**config.mk**
```make
export PLATFORM = sky130hd
export DESIGN_NAME = pid_divisor_gain_controller
export DESIGN_NICKNAME = d
export VERILOG_FILES = /design/src/rtl/pdgc_pkg.sv /design/src/rtl/pdgc_regs.sv /design/src/rtl/pdgc_ctrl.sv /design/src/rtl/pdgc_dp.sv /design/src/rtl/pid_divisor_gain_controller.sv
export SDC_FILE = /design/constraint.sdc
export NUM_CORES = 2
export LEC_CHECK = 0
export ABC_AREA = 1
export BUFFER_PORTS_ARGS = -buffer_cell sky130_fd_sc_hd__buf_2
export CAP_MARGIN = 20
export CORE_AREA = 4 4 305 307
export DETAILED_ROUTE_END_ITERATION = 7
export DIE_AREA = 0 0 309 311
export PLACE_DENSITY = 0.61
export SLEW_MARGIN = 20
export SYNTH_ARGS = -nofsm -noshare
export SYNTH_HDL_FRONTEND = slang
export SYNTH_SLANG_ARGS = --single-unit
export TNS_END_PERCENT = 5
```
**constraint.sdc**
```tcl
create_clock -name i_clk -period 5.7 [get_ports i_clk]
set_input_delay 0.57 -clock i_clk [delete_from_list [all_inputs] [get_ports i_clk]]
set_output_delay 0.57 -clock i_clk [all_outputs]
set_load 0.02 [all_outputs]
```
**src/rtl/pdgc_pkg.sv**
```systemverilog
// Shared types and constants for the divisor-gain PID controller.
package pdgc_pkg;

    localparam int GAIN_W    = 15;
    localparam int DRIVE_W   = 16;
    localparam int CFG_IDX_W = 4;
    localparam int CFG_DATA_W = 16;

    localparam logic signed [DRIVE_W-1:0] OUT_MAX_RST = 16'sd127;
    localparam logic signed [DRIVE_W-1:0] OUT_MIN_RST = -16'sd127;

    typedef enum logic [CFG_IDX_W-1:0] {
        REG_KP     = 4'd0,
        REG_KI     = 4'd1,
        REG_KD     = 4'd2,
        REG_OUTMAX = 4'd3,
        REG_OUTMIN = 4'd4,
        REG_SPAN   = 4'd5,
        REG_SETPT  = 4'd6,
        REG_RUN    = 4'd7
    } t_reg_idx;

    typedef struct packed {
        logic [GAIN_W-1:0]         kp_divisor;
        logic [GAIN_W-1:0]         ki_divisor;
        logic [GAIN_W-1:0]         kd_divisor;
        logic signed [DRIVE_W-1:0] out_max;
        logic signed [DRIVE_W-1:0] out_min;
        logic [15:0]               input_span;
        logic signed [15:0]        setpoint;
        logic                      run_enable;
    } t_cfg;

    typedef enum logic [1:0] {
        DIV_P = 2'd0,
        DIV_I = 2'd1,
        DIV_D = 2'd2
    } t_div_sel;

    typedef struct packed {
        logic     capture;
        logic     wrap;
        logic     trial;
        logic     mul_step;
        logic     upd;
        logic     div_ld;
        t_div_sel div_sel;
        logic     div_step;
        logic     acc_add;
        logic     fin;
        logic     out_ld;
        logic     out_zero;
    } t_cmd;

    typedef struct packed {
        logic mul_last;
        logic div_last;
    } t_status;

endpackage

```
**src/rtl/pdgc_regs.sv**
```systemverilog
// Configuration register file, written through the plain write port.
module pdgc_regs (
    input  logic                                i_clk,
    input  logic                                i_rst_n,
    input  logic                                i_cfg_we,
    input  logic [pdgc_pkg::CFG_IDX_W-1:0]      i_cfg_index,
    input  logic [pdgc_pkg::CFG_DATA_W-1:0]     i_cfg_data,
    output pdgc_pkg::t_cfg                      o_cfg
);

    pdgc_pkg::t_cfg r_cfg;

    always_ff @(posedge i_clk) begin
        if (!i_rst_n) begin
            r_cfg.kp_divisor <= '0;
            r_cfg.ki_divisor <= '0;
            r_cfg.kd_divisor <= '0;
            r_cfg.out_max    <= pdgc_pkg::OUT_MAX_RST;
            r_cfg.out_min    <= pdgc_pkg::OUT_MIN_RST;
            r_cfg.input_span <= '0;
            r_cfg.setpoint   <= '0;
            r_cfg.run_enable <= 1'b0;
        end else if (i_cfg_we) begin
            unique case (pdgc_pkg::t_reg_idx'(i_cfg_index))
                pdgc_pkg::REG_KP:     r_cfg.kp_divisor <= i_cfg_data[pdgc_pkg::GAIN_W-1:0];
                pdgc_pkg::REG_KI:     r_cfg.ki_divisor <= i_cfg_data[pdgc_pkg::GAIN_W-1:0];
                pdgc_pkg::REG_KD:     r_cfg.kd_divisor <= i_cfg_data[pdgc_pkg::GAIN_W-1:0];
                pdgc_pkg::REG_OUTMAX: r_cfg.out_max    <= $signed(i_cfg_data);
                pdgc_pkg::REG_OUTMIN: r_cfg.out_min    <= $signed(i_cfg_data);
                pdgc_pkg::REG_SPAN:   r_cfg.input_span <= i_cfg_data;
                pdgc_pkg::REG_SETPT:  r_cfg.setpoint   <= $signed(i_cfg_data);
                pdgc_pkg::REG_RUN:    r_cfg.run_enable <= i_cfg_data[0];
                default: ;  // unmapped index: ignored
            endcase
        end
    end

    assign o_cfg = r_cfg;

endmodule

```
**src/rtl/pdgc_ctrl.sv**
```systemverilog
// Sequencer: steps the datapath through error, integrator update and three divisions.
module pdgc_ctrl (
    input  logic               i_clk,
    input  logic               i_rst_n,
    input  logic               i_in_valid,
    output logic               o_in_stall,
    output logic               o_out_valid,
    input  logic               i_out_stall,
    input  logic               i_run_enable,
    input  pdgc_pkg::t_status  i_status,
    output pdgc_pkg::t_cmd     o_cmd
);

    typedef enum logic [11:0] {
        ST_IDLE  = 12'b0000_0000_0001,
        ST_WRAP  = 12'b0000_0000_0010,
        ST_TRIAL = 12'b0000_0000_0100,
        ST_MUL   = 12'b0000_0000_1000,
        ST_UPD   = 12'b0000_0001_0000,
        ST_DIVP  = 12'b0000_0010_0000,
        ST_LDI   = 12'b0000_0100_0000,
        ST_DIVI  = 12'b0000_1000_0000,
        ST_LDD   = 12'b0001_0000_0000,
        ST_DIVD  = 12'b0010_0000_0000,
        ST_FIN   = 12'b0100_0000_0000,
        ST_HOLD  = 12'b1000_0000_0000
    } t_state;

    t_state r_state, n_state;
    logic   r_out_valid, n_out_valid;
    logic   r_bypass, n_bypass;
    logic   out_free;

    assign o_in_stall  = (r_state != ST_IDLE);
    assign o_out_valid = r_out_valid;
    assign out_free    = !r_out_valid || !i_out_stall;

    always_comb begin
        n_state     = r_state;
        n_bypass    = r_bypass;
        n_out_valid = r_out_valid && i_out_stall;
        o_cmd       = '0;
        o_cmd.div_sel = pdgc_pkg::DIV_P;
        unique case (r_state)
            ST_IDLE: begin
                if (i_in_valid) begin
                    if (i_run_enable) begin
                        o_cmd.capture = 1'b1;
                        n_bypass      = 1'b0;
                        n_state       = ST_WRAP;
                    end else begin
                        n_bypass = 1'b1;
                        n_state  = ST_HOLD;
                    end
                end
            end
            ST_WRAP: begin
                o_cmd.wrap = 1'b1;
                n_state    = ST_TRIAL;
            end
            ST_TRIAL: begin
                o_cmd.trial = 1'b1;
                n_state     = ST_MUL;
            end
            ST_MUL: begin
                o_cmd.mul_step = 1'b1;
                if (i_status.mul_last) begin
                    n_state = ST_UPD;
                end
            end
            ST_UPD: begin
                o_cmd.upd     = 1'b1;
                o_cmd.div_ld  = 1'b1;
                o_cmd.div_sel = pdgc_pkg::DIV_P;
                n_state       = ST_DIVP;
            end
            ST_DIVP: begin
                o_cmd.div_step = 1'b1;
                if (i_status.div_last) begin
                    n_state = ST_LDI;
                end
            end
            ST_LDI: begin
                o_cmd.acc_add = 1'b1;
                o_cmd.div_ld  = 1'b1;
                o_cmd.div_sel = pdgc_pkg::DIV_I;
                n_state       = ST_DIVI;
            end
            ST_DIVI: begin
                o_cmd.div_step = 1'b1;
                if (i_status.div_last) begin
                    n_state = ST_LDD;
                end
            end
            ST_LDD: begin
                o_cmd.acc_add = 1'b1;
                o_cmd.div_ld  = 1'b1;
                o_cmd.div_sel = pdgc_pkg::DIV_D;
                n_state       = ST_DIVD;
            end
            ST_DIVD: begin
                o_cmd.div_step = 1'b1;
                if (i_status.div_last) begin
                    n_state = ST_FIN;
                end
            end
            ST_FIN: begin
                o_cmd.acc_add = 1'b1;
                o_cmd.fin     = 1'b1;
                n_state       = ST_HOLD;
            end
            ST_HOLD: begin
                // wait until the output register can take the result
                if (out_free) begin
                    o_cmd.out_ld   = 1'b1;
                    o_cmd.out_zero = r_bypass;
                    n_out_valid    = 1'b1;
                    n_state        = ST_IDLE;
                end
            end
            default: n_state = ST_IDLE;
        endcase
    end

    always_ff @(posedge i_clk) begin
        if (!i_rst_n) begin
            r_state     <= ST_IDLE;
            r_out_valid <= 1'b0;
            r_bypass    <= 1'b0;
        end else begin
            r_state     <= n_state;
            r_out_valid <= n_out_valid;
            r_bypass    <= n_bypass;
        end
    end

endmodule

```
**src/rtl/pdgc_dp.sv**
```systemverilog
// Datapath: error wrap, serial anti-windup multiply, shared restoring divider, clamp.
module pdgc_dp #(
    parameter int SAMPLE_WIDTH = 16,
    parameter int SUM_WIDTH    = 32
) (
    input  logic                                    i_clk,
    input  logic                                    i_rst_n,
    input  pdgc_pkg::t_cmd                          i_cmd,
    input  pdgc_pkg::t_cfg                          i_cfg,
    input  logic signed [SAMPLE_WIDTH-1:0]          i_measurement,
    output pdgc_pkg::t_status                       o_status,
    output logic signed [pdgc_pkg::DRIVE_W-1:0]     o_drive
);

    localparam int GW  = pdgc_pkg::GAIN_W;
    localparam int EW  = SAMPLE_WIDTH + 1;                       // wrapped error
    localparam int DFW = SAMPLE_WIDTH + 2;                       // error difference
    localparam int TRW = ((SUM_WIDTH > EW) ? SUM_WIDTH : EW) + 1; // integrator trial
    localparam int PW  = TRW + GW;                               // windup product
    localparam int DW  = (SUM_WIDTH > DFW) ? SUM_WIDTH : DFW;    // divider dividend
    localparam int TW  = DW + 2;                                 // drive accumulator
    localparam int CW  = $clog2(DW + 1);
    localparam int MCW = $clog2(GW + 1);
    localparam int SH_P = DW - EW;
    localparam int SH_I = DW - SUM_WIDTH;
    localparam int SH_D = DW - DFW;

    localparam logic signed [SUM_WIDTH-1:0] SUM_MAX = {1'b0, {(SUM_WIDTH-1){1'b1}}};
    localparam logic signed [SUM_WIDTH-1:0] SUM_MIN = {1'b1, {(SUM_WIDTH-1){1'b0}}};

    logic signed [EW-1:0]        r_err, r_prev;
    logic signed [SUM_WIDTH-1:0] r_sum;
    logic signed [TRW-1:0]       r_trial;
    logic signed [PW-1:0]        r_mcand, r_prod;
    logic [GW-1:0]               r_mplier;
    logic [MCW-1:0]              r_mcnt;
    logic [DW-1:0]               r_quo;
    logic [GW-1:0]               r_rem, r_den;
    logic                        r_neg;
    logic [CW-1:0]               r_dcnt;
    logic signed [TW-1:0]        r_total;
    logic signed [pdgc_pkg::DRIVE_W-1:0] r_drive;

    logic signed [SAMPLE_WIDTH-1:0] sp_s;
    logic [SAMPLE_WIDTH-1:0]        span_s;
    logic [EW-1:0]                  span_e, half, err_abs;
    logic signed [EW-1:0]           span_sg, wrapped;
    logic signed [TRW-1:0]          trial_sum;
    logic                           windup_ok;
    logic signed [SUM_WIDTH-1:0]    sum_sat;
    logic signed [DFW-1:0]          diff;
    logic signed [DW-1:0]           num;
    logic [DW-1:0]                  mag, quo_ld;
    logic [GW-1:0]                  den_ld;
    logic [CW-1:0]                  cnt_ld;
    logic [GW:0]                    div_t;
    logic                           div_ge;
    logic signed [TW-1:0]           q_ext, out_hi, out_lo;
    logic signed [pdgc_pkg::DRIVE_W-1:0] clamped;

    // error wrap for continuous input
    assign sp_s    = SAMPLE_WIDTH'($signed(i_cfg.setpoint));
    assign span_s  = SAMPLE_WIDTH'(i_cfg.input_span);
    assign span_e  = EW'(span_s);
    assign span_sg = $signed(span_e);
    assign half    = span_e >> 1;
    assign err_abs = r_err[EW-1] ? EW'(-r_err) : EW'(r_err);
    assign wrapped = (err_abs > half) ? (r_err[EW-1] ? r_err + span_sg : r_err - span_sg)
                                      : r_err;

    assign trial_sum = TRW'(r_sum) + TRW'(r_err);

    assign windup_ok = (r_prod < PW'($signed(i_cfg.out_max))) &&
                       (r_prod > PW'($signed(i_cfg.out_min)));

    always_comb begin
        if (r_trial > TRW'(SUM_MAX)) begin
            sum_sat = SUM_MAX;
        end else if (r_trial < TRW'(SUM_MIN)) begin
            sum_sat = SUM_MIN;
        end else begin
            sum_sat = SUM_WIDTH'(r_trial);
        end
    end

    // divider operand select; magnitude is left-aligned so each divide runs only its width
    assign diff = DFW'(r_err) - DFW'(r_prev);

    always_comb begin
        unique case (i_cmd.div_sel)
            pdgc_pkg::DIV_P: begin
                num    = DW'(r_err);
                den_ld = i_cfg.kp_divisor;
                cnt_ld = CW'(EW);
            end
            pdgc_pkg::DIV_I: begin
                num    = DW'(r_sum);
                den_ld = i_cfg.ki_divisor;
                cnt_ld = CW'(SUM_WIDTH);
            end
            pdgc_pkg::DIV_D: begin
                num    = DW'(diff);
                den_ld = i_cfg.kd_divisor;
                cnt_ld = CW'(DFW);
            end
            default: begin
                num    = '0;
                den_ld = '0;
                cnt_ld = '0;
            end
        endcase
    end

    assign mag = num[DW-1] ? DW'(-num) : DW'(num);

    always_comb begin
        unique case (i_cmd.div_sel)
            pdgc_pkg::DIV_P: quo_ld = mag << SH_P;
            pdgc_pkg::DIV_I: quo_ld = mag << SH_I;
            pdgc_pkg::DIV_D: quo_ld = mag << SH_D;
            default:         quo_ld = '0;
        endcase
    end

    assign div_t  = {r_rem, r_quo[DW-1]};
    assign div_ge = (div_t >= {1'b0, r_den});

    assign q_ext  = $signed(TW'(r_quo));
    assign out_hi = TW'($signed(i_cfg.out_max));
    assign out_lo = TW'($signed(i_cfg.out_min));

    always_comb begin
        if (r_total > out_hi) begin
            clamped = i_cfg.out_max;
        end else if (r_total < out_lo) begin
            clamped = i_cfg.out_min;
        end else begin
            clamped = pdgc_pkg::DRIVE_W'(r_total);
        end
    end

    // controller-visible state
    always_ff @(posedge i_clk) begin
        if (!i_rst_n) begin
            r_prev <= '0;
            r_sum  <= '0;
            r_mcnt <= '0;
            r_dcnt <= '0;
        end else begin
            if (i_cmd.upd && windup_ok) begin
                r_sum <= sum_sat;
            end
            if (i_cmd.fin) begin
                r_prev <= r_err;
            end
            if (i_cmd.trial) begin
                r_mcnt <= MCW'(GW);
            end else if (i_cmd.mul_step) begin
                r_mcnt <= r_mcnt - MCW'(1);
            end
            if (i_cmd.div_ld) begin
                r_dcnt <= cnt_ld;
            end else if (i_cmd.div_step) begin
                r_dcnt <= r_dcnt - CW'(1);
            end
        end
    end

    // payload registers
    always_ff @(posedge i_clk) begin
        if (i_cmd.capture) begin
            r_err   <= EW'(sp_s) - EW'(i_measurement);
            r_total <= '0;
        end
        if (i_cmd.wrap) begin
            r_err <= wrapped;
        end
        if (i_cmd.trial) begin
            r_trial  <= trial_sum;
            r_mcand  <= PW'(trial_sum);
            r_prod   <= '0;
            r_mplier <= i_cfg.ki_divisor;
        end
        if (i_cmd.mul_step) begin
            if (r_mplier[0]) begin
                r_prod <= r_prod + r_mcand;
            end
            r_mcand  <= r_mcand <<< 1;
            r_mplier <= r_mplier >> 1;
        end
        // accumulate the finished quotient before the next load overwrites it
        if (i_cmd.acc_add && (r_den != '0)) begin
            r_total <= r_neg ? r_total - q_ext : r_total + q_ext;
        end
        if (i_cmd.div_ld) begin
            r_quo <= quo_ld;
            r_rem <= '0;
            r_den <= den_ld;
            r_neg <= num[DW-1];
        end else if (i_cmd.div_step) begin
            r_quo <= {r_quo[DW-2:0], div_ge};
            r_rem <= div_ge ? GW'(div_t - {1'b0, r_den}) : GW'(div_t);
        end
        if (i_cmd.out_ld) begin
            r_drive <= i_cmd.out_zero ? '0 : clamped;
        end
    end

    assign o_status.mul_last = (r_mcnt == MCW'(1));
    assign o_status.div_last = (r_dcnt == CW'(1));
    assign o_drive = r_drive;

endmodule

```
**src/rtl/pid_divisor_gain_controller.sv**
```systemverilog
// PID controller with divisor gains, continuous-input wrap and anti-windup integrator.
// Each request runs error wrap, a serial windup multiply, then three bit-serial divides
//   on one shared divider; a new request is taken only once the previous result is loaded.
// Disabled requests skip the computation and yield a zero drive.
// A finished result waits in the output register while the next request is taken.
// Synchronous active-low reset: gains 0, limits +127/-127, disabled, integrator cleared.
module pid_divisor_gain_controller #(
    parameter int SAMPLE_WIDTH = 16,
    parameter int SUM_WIDTH    = 32
) (
    input  logic                                    i_clk,
    input  logic                                    i_rst_n,
    input  logic                                    i_in_valid,
    output logic                                    o_in_stall,
    input  logic signed [SAMPLE_WIDTH-1:0]          i_measurement,
    output logic                                    o_out_valid,
    input  logic                                    i_out_stall,
    output logic signed [pdgc_pkg::DRIVE_W-1:0]     o_drive,
    input  logic                                    i_cfg_we,
    input  logic [pdgc_pkg::CFG_IDX_W-1:0]          i_cfg_index,
    input  logic [pdgc_pkg::CFG_DATA_W-1:0]         i_cfg_data
);

    pdgc_pkg::t_cfg    cfg;
    pdgc_pkg::t_cmd    cmd;
    pdgc_pkg::t_status status;

    pdgc_regs u_regs (
        .i_clk       (i_clk),
        .i_rst_n     (i_rst_n),
        .i_cfg_we    (i_cfg_we),
        .i_cfg_index (i_cfg_index),
        .i_cfg_data  (i_cfg_data),
        .o_cfg       (cfg)
    );

    pdgc_ctrl u_ctrl (
        .i_clk        (i_clk),
        .i_rst_n      (i_rst_n),
        .i_in_valid   (i_in_valid),
        .o_in_stall   (o_in_stall),
        .o_out_valid  (o_out_valid),
        .i_out_stall  (i_out_stall),
        .i_run_enable (cfg.run_enable),
        .i_status     (status),
        .o_cmd        (cmd)
    );

    pdgc_dp #(
        .SAMPLE_WIDTH (SAMPLE_WIDTH),
        .SUM_WIDTH    (SUM_WIDTH)
    ) u_dp (
        .i_clk         (i_clk),
        .i_rst_n       (i_rst_n),
        .i_cmd         (cmd),
        .i_cfg         (cfg),
        .i_measurement (i_measurement),
        .o_status      (status),
        .o_drive       (o_drive)
    );

`ifndef NO_ASSERTIONS
    // one request in flight: an accepted request closes the input side
    a_one_in_flight: assert property (@(posedge i_clk) disable iff (!i_rst_n)
        (i_in_valid && !o_in_stall) |=> o_in_stall)
        else $error("request accepted while previous one still in work");

    // result is never loaded over an untaken one
    a_no_overwrite: assert property (@(posedge i_clk) disable iff (!i_rst_n)
        cmd.out_ld |-> (!o_out_valid || !i_out_stall))
        else $error("output register loaded while holding a stalled result");

    // datapath commands that touch shared units never overlap
    a_cmd_exclusive: assert property (@(posedge i_clk) disable iff (!i_rst_n)
        $onehot0({cmd.capture, cmd.trial, cmd.mul_step, cmd.div_ld, cmd.div_step,
                  cmd.out_ld}))
        else $error("conflicting datapath commands");

    // a divide step always follows a load or another step
    a_div_order: assert property (@(posedge i_clk) disable iff (!i_rst_n)
        (cmd.div_step && !$past(cmd.div_step)) |-> $past(cmd.div_ld))
        else $error("divider stepped without load");
`endif

endmodule

```
==> flow_summary.ini <==
[worst_setup_path]
critPathKind = reg -> reg
worstSetupEndpointType = flop
crit_fanout = 4
cp_common_cell = nand2_1
slowest_stage = edfxtp_1
reg2reg_slack_ns = 1.41
endpoint = u_dp.r_total[33]
crit_path_start = u_dp.r_quo[0]
cp.arrival_ns = 4.65
cp.required_ns = 6.07
r2r-start = u_dp.r_quo[0]
start_kind = flop
timing.rr.end = u_dp.r_total[33]
crit_path_max_incr_delay_ns = 0.42
r2r_cells = 25

[routing]
wirelength_um = 108000
vias = 32500
ant_nets = 0
dr.pass1.iters = 6
drt_iter0_drc = 2641
drc = 0
viasPerCell = 5.31
post_drt_wl_per_cell_um = 17.7

[global_routing]
grt_pass1_vias = 30400
grt_usage_pct = 21.9
grt_pass1_wl_um = 169000
antenna_found_initial = 9
grt_max_degree = 79
overflow = 0

[placed_design]
port_buffers = 58
gp_congestion = 0.911
placed_cell_area_um2 = 36400
dp.cells = 6009
dp_hpwl_um = 83800

[worst_hold_path]
hold_class = in -> reg

[yosys]
ys_top_cells_by_area = edfxtp_1, dfxtp_1, ha_1
syn_area_um2 = 34900
synth_area_per_cell_um2 = 7.16
seq_area_frac_synth_pct = 32.2
ys_async_sr_fraction_pct = 0
synthDistinctLibCells = 64
synth_top_cell_by_area = edfxtp_1
synth-edff-count = 209
synth_top_cell_area_share_pct = 18.0
syn_inst = 4876
ys_ff_latch = 457
synth_warnings = 0
synth_nets = 5285
synth-main-ff-cell = dfxtp_1

[timing]
fmax_mhz = 233
rsz0062_at_grt = no
period_share_pct = 75.2
finalMaxSlewViolations = 0
setup_viol = 0
slew_headroom_pct = 27.3
min_period_ns = 4.29
fin_worst_skew_ns = 0.0562
finalHoldViolCount = 0
whs_ns = 0.217
setup_tns_ns = 0
worstMarginPinSlew_ns = 1.09

[cells_and_area]
num-fill-cells = 9347
area_growth_pct = 9.82
fin_cells = 6119
nets = 5300
finalInstanceArea_um2 = 38300
drive_gt1_share_pct = 5.39

[pwr]
p_leak_nw = 17.9
ir_worst_vdd_mv = 0.219
powerDensity_nw_per_um2 = 324

[clock_tree]
postCtsSetupRepairBufs = 0
insertion_delay_ns = 0.67
cts_tree = yes
clk_pin_slew_ns = 0.06
cts-root-buf = clkbuf_16
htreeDepth = 2
hold_buffers = 0
clock_sinks = 457
clk_path_buf_depth = 3
cts_made_buffers = 56
cts_resized = 0

[die]
die_w_um = 309
ioPinCount = 59
die_h_um = 311
rows = 110
core_um2 = 90000
initial_core_util_pct = 38.8
die_area_um2 = 96100

[outcome]
status = completed

[job]
maxCapViolations = 0
==> critical path, delay by kind of cell (launching register included) <==
family / cells / cell delay [ns]
compound gates: 6 / 1.00
xor+xnor: 1 / 0.28
fa+ha+maj: 2 / 0.52
buf+inv: 2 / 0.15
simple gates: 14 / 1.66
flops: 1 / 0.42
==> area by class of cell <==
class	instances	area [um^2]	area share, %
antenna	4	10.0	0.0261
clock buffer	67	1480	3.87
clock inverter	39	452	1.18
inverter	637	2390	6.24
multi-input combinational	3641	20700	54.0
sequential	457	11200	29.3
tap	1176	1470	3.84
timing repair buffer	98	601	1.57
==> worst min path at each step <==
stage / start / end / slack, ns / cells past startpoint
2_1_floorplan: u_ctrl.r_bypass / u_ctrl.r_bypass / 0.42 / 2
3_3_place_gp: u_regs.o_cfg[100] / u_regs.o_cfg[100] / 0.44 / 2
3_5_place_dp: u_regs.o_cfg[103] / u_regs.o_cfg[103] / 0.45 / 2
4_1_cts: i_cfg_index[0] / u_regs.o_cfg[0] / 0.17 / 3
5_1_grt: i_cfg_index[0] / u_regs.o_cfg[0] / 0.21 / 3
6_report: i_cfg_index[0] / u_regs.o_cfg[0] / 0.22 / 3
==> cells in the mapped netlist (18+ instances only) <==
cell and instances:
a21oi_1 435, a22o_1 23, a31oi_1 33, clkbuf_1 106, dfxtp_1 248, edfxtp_1 209, ha_1 361, inv_1 625
nand2_1 1058, nand3_1 250, nand4_1 57, nor2_1 431, nor3_1 105, o211ai_1 27, o21a_1 25, o21ai_0 436
o21ai_1 18, o22ai_1 21, xnor2_1 38, xor2_1 107
==> cell usage in the layout, fill, tap and decap left out, drive strengths merged, types with 3 or more instances in the layout <==
| master | netlist | layout |
|---|---|---|
| o211ai | 27 | 27 |
| a21oi | 435 | 435 |
| xnor2 | 38 | 38 |
| clkinvlp | 0 | 5 |
| a221oi | 5 | 5 |
| fa | 7 | 7 |
| a21boi | 12 | 12 |
| nand3b | 17 | 17 |
| nand4 | 57 | 57 |
| nand2 | 1072 | 1072 |
| inv | 632 | 635 |
| o221ai | 7 | 7 |
| xor2 | 107 | 107 |
| bufinv | 0 | 7 |
| a211oi | 10 | 10 |
| diode | 0 | 4 |
| o21a | 25 | 25 |
| a21o | 15 | 15 |
| dfxtp | 248 | 248 |
| or2 | 11 | 11 |
| ha | 361 | 361 |
| nor2 | 447 | 447 |
| o31ai | 11 | 11 |
| and3 | 6 | 6 |
| nor3 | 106 | 106 |
| o21bai | 15 | 15 |
| a32o | 7 | 7 |
| nor4 | 17 | 17 |
| edfxtp | 209 | 209 |
| nand3 | 258 | 258 |
| a22o | 23 | 23 |
| o2111ai | 7 | 7 |
| a31oi | 33 | 33 |
| o22ai | 21 | 21 |
| a31o | 3 | 3 |
| buf | 35 | 98 |
| o21ai | 459 | 459 |
| clkbuf | 106 | 67 |
| and2 | 8 | 8 |
| clkinv | 5 | 29 |
==> through the flow <==
step	power (W)	util (%)	setup WS, ns
6_report	0.0124	42.6	1.41
5_1_grt	0.0133	42.6	0.981
4_1_cts	0.0125	42.6	1.44
3_5_place_dp	0.00868	40.4	1.47
3_3_place_gp	0.00862	40.4	1.48
2_1_floorplan	0.00749	-	2.10
==> kinds of logic after synthesis <==
kind of cell / Yosys count / share of synthesized area, %
and+or+nand+nor: 2004 / 24.3
AOI/OAI and AO/OA: 1124 / 17.9
buffers and inverters: 778 / 8.62
DFF: 457 / 32.2
adders and majority gates: 368 / 13.3
xor gates and xnor gates: 145 / 3.64
==> sequential cells by signal (all words and copies together), names as in the netlist, 6 cells and up <==
name / flops
u_dp.r_trial: 33
u_dp.r_total: 34
u_regs.o_cfg: 110
u_ctrl.r_state: 12
u_dp.r_quo: 32
u_dp.r_rem: 15
u_dp.r_sum: 32
u_dp.o_drive: 16
u_dp.r_mcand: 48
u_dp.r_dcnt: 6
u_dp.r_prod: 48
u_dp.r_prev: 17
u_dp.r_err: 17
u_dp.r_den: 15
u_dp.r_mplier: 15
==> power by group <==
group	internal [W]	leakage (nW)	total, W	switching (W)
Combinational	0.00158	13.1	0.00452	0.00294
Clock	0.00219	0.937	0.00375	0.00155
Sequential	0.00380	3.90	0.00417	0.000371
==> routing by layer <==
layer	share of wire, %	track usage, %	vias up	routed length, um
met3	7.3	4.29	156	7870
met2	45	35.4	860	48400
met1	46	30.2	15000	49500
li1	-	-	16500	-
met5	0.040	0	-	43
met4	2.4	5.45	6	2620
Note: power is estimated with default switching activity, not from simulation.
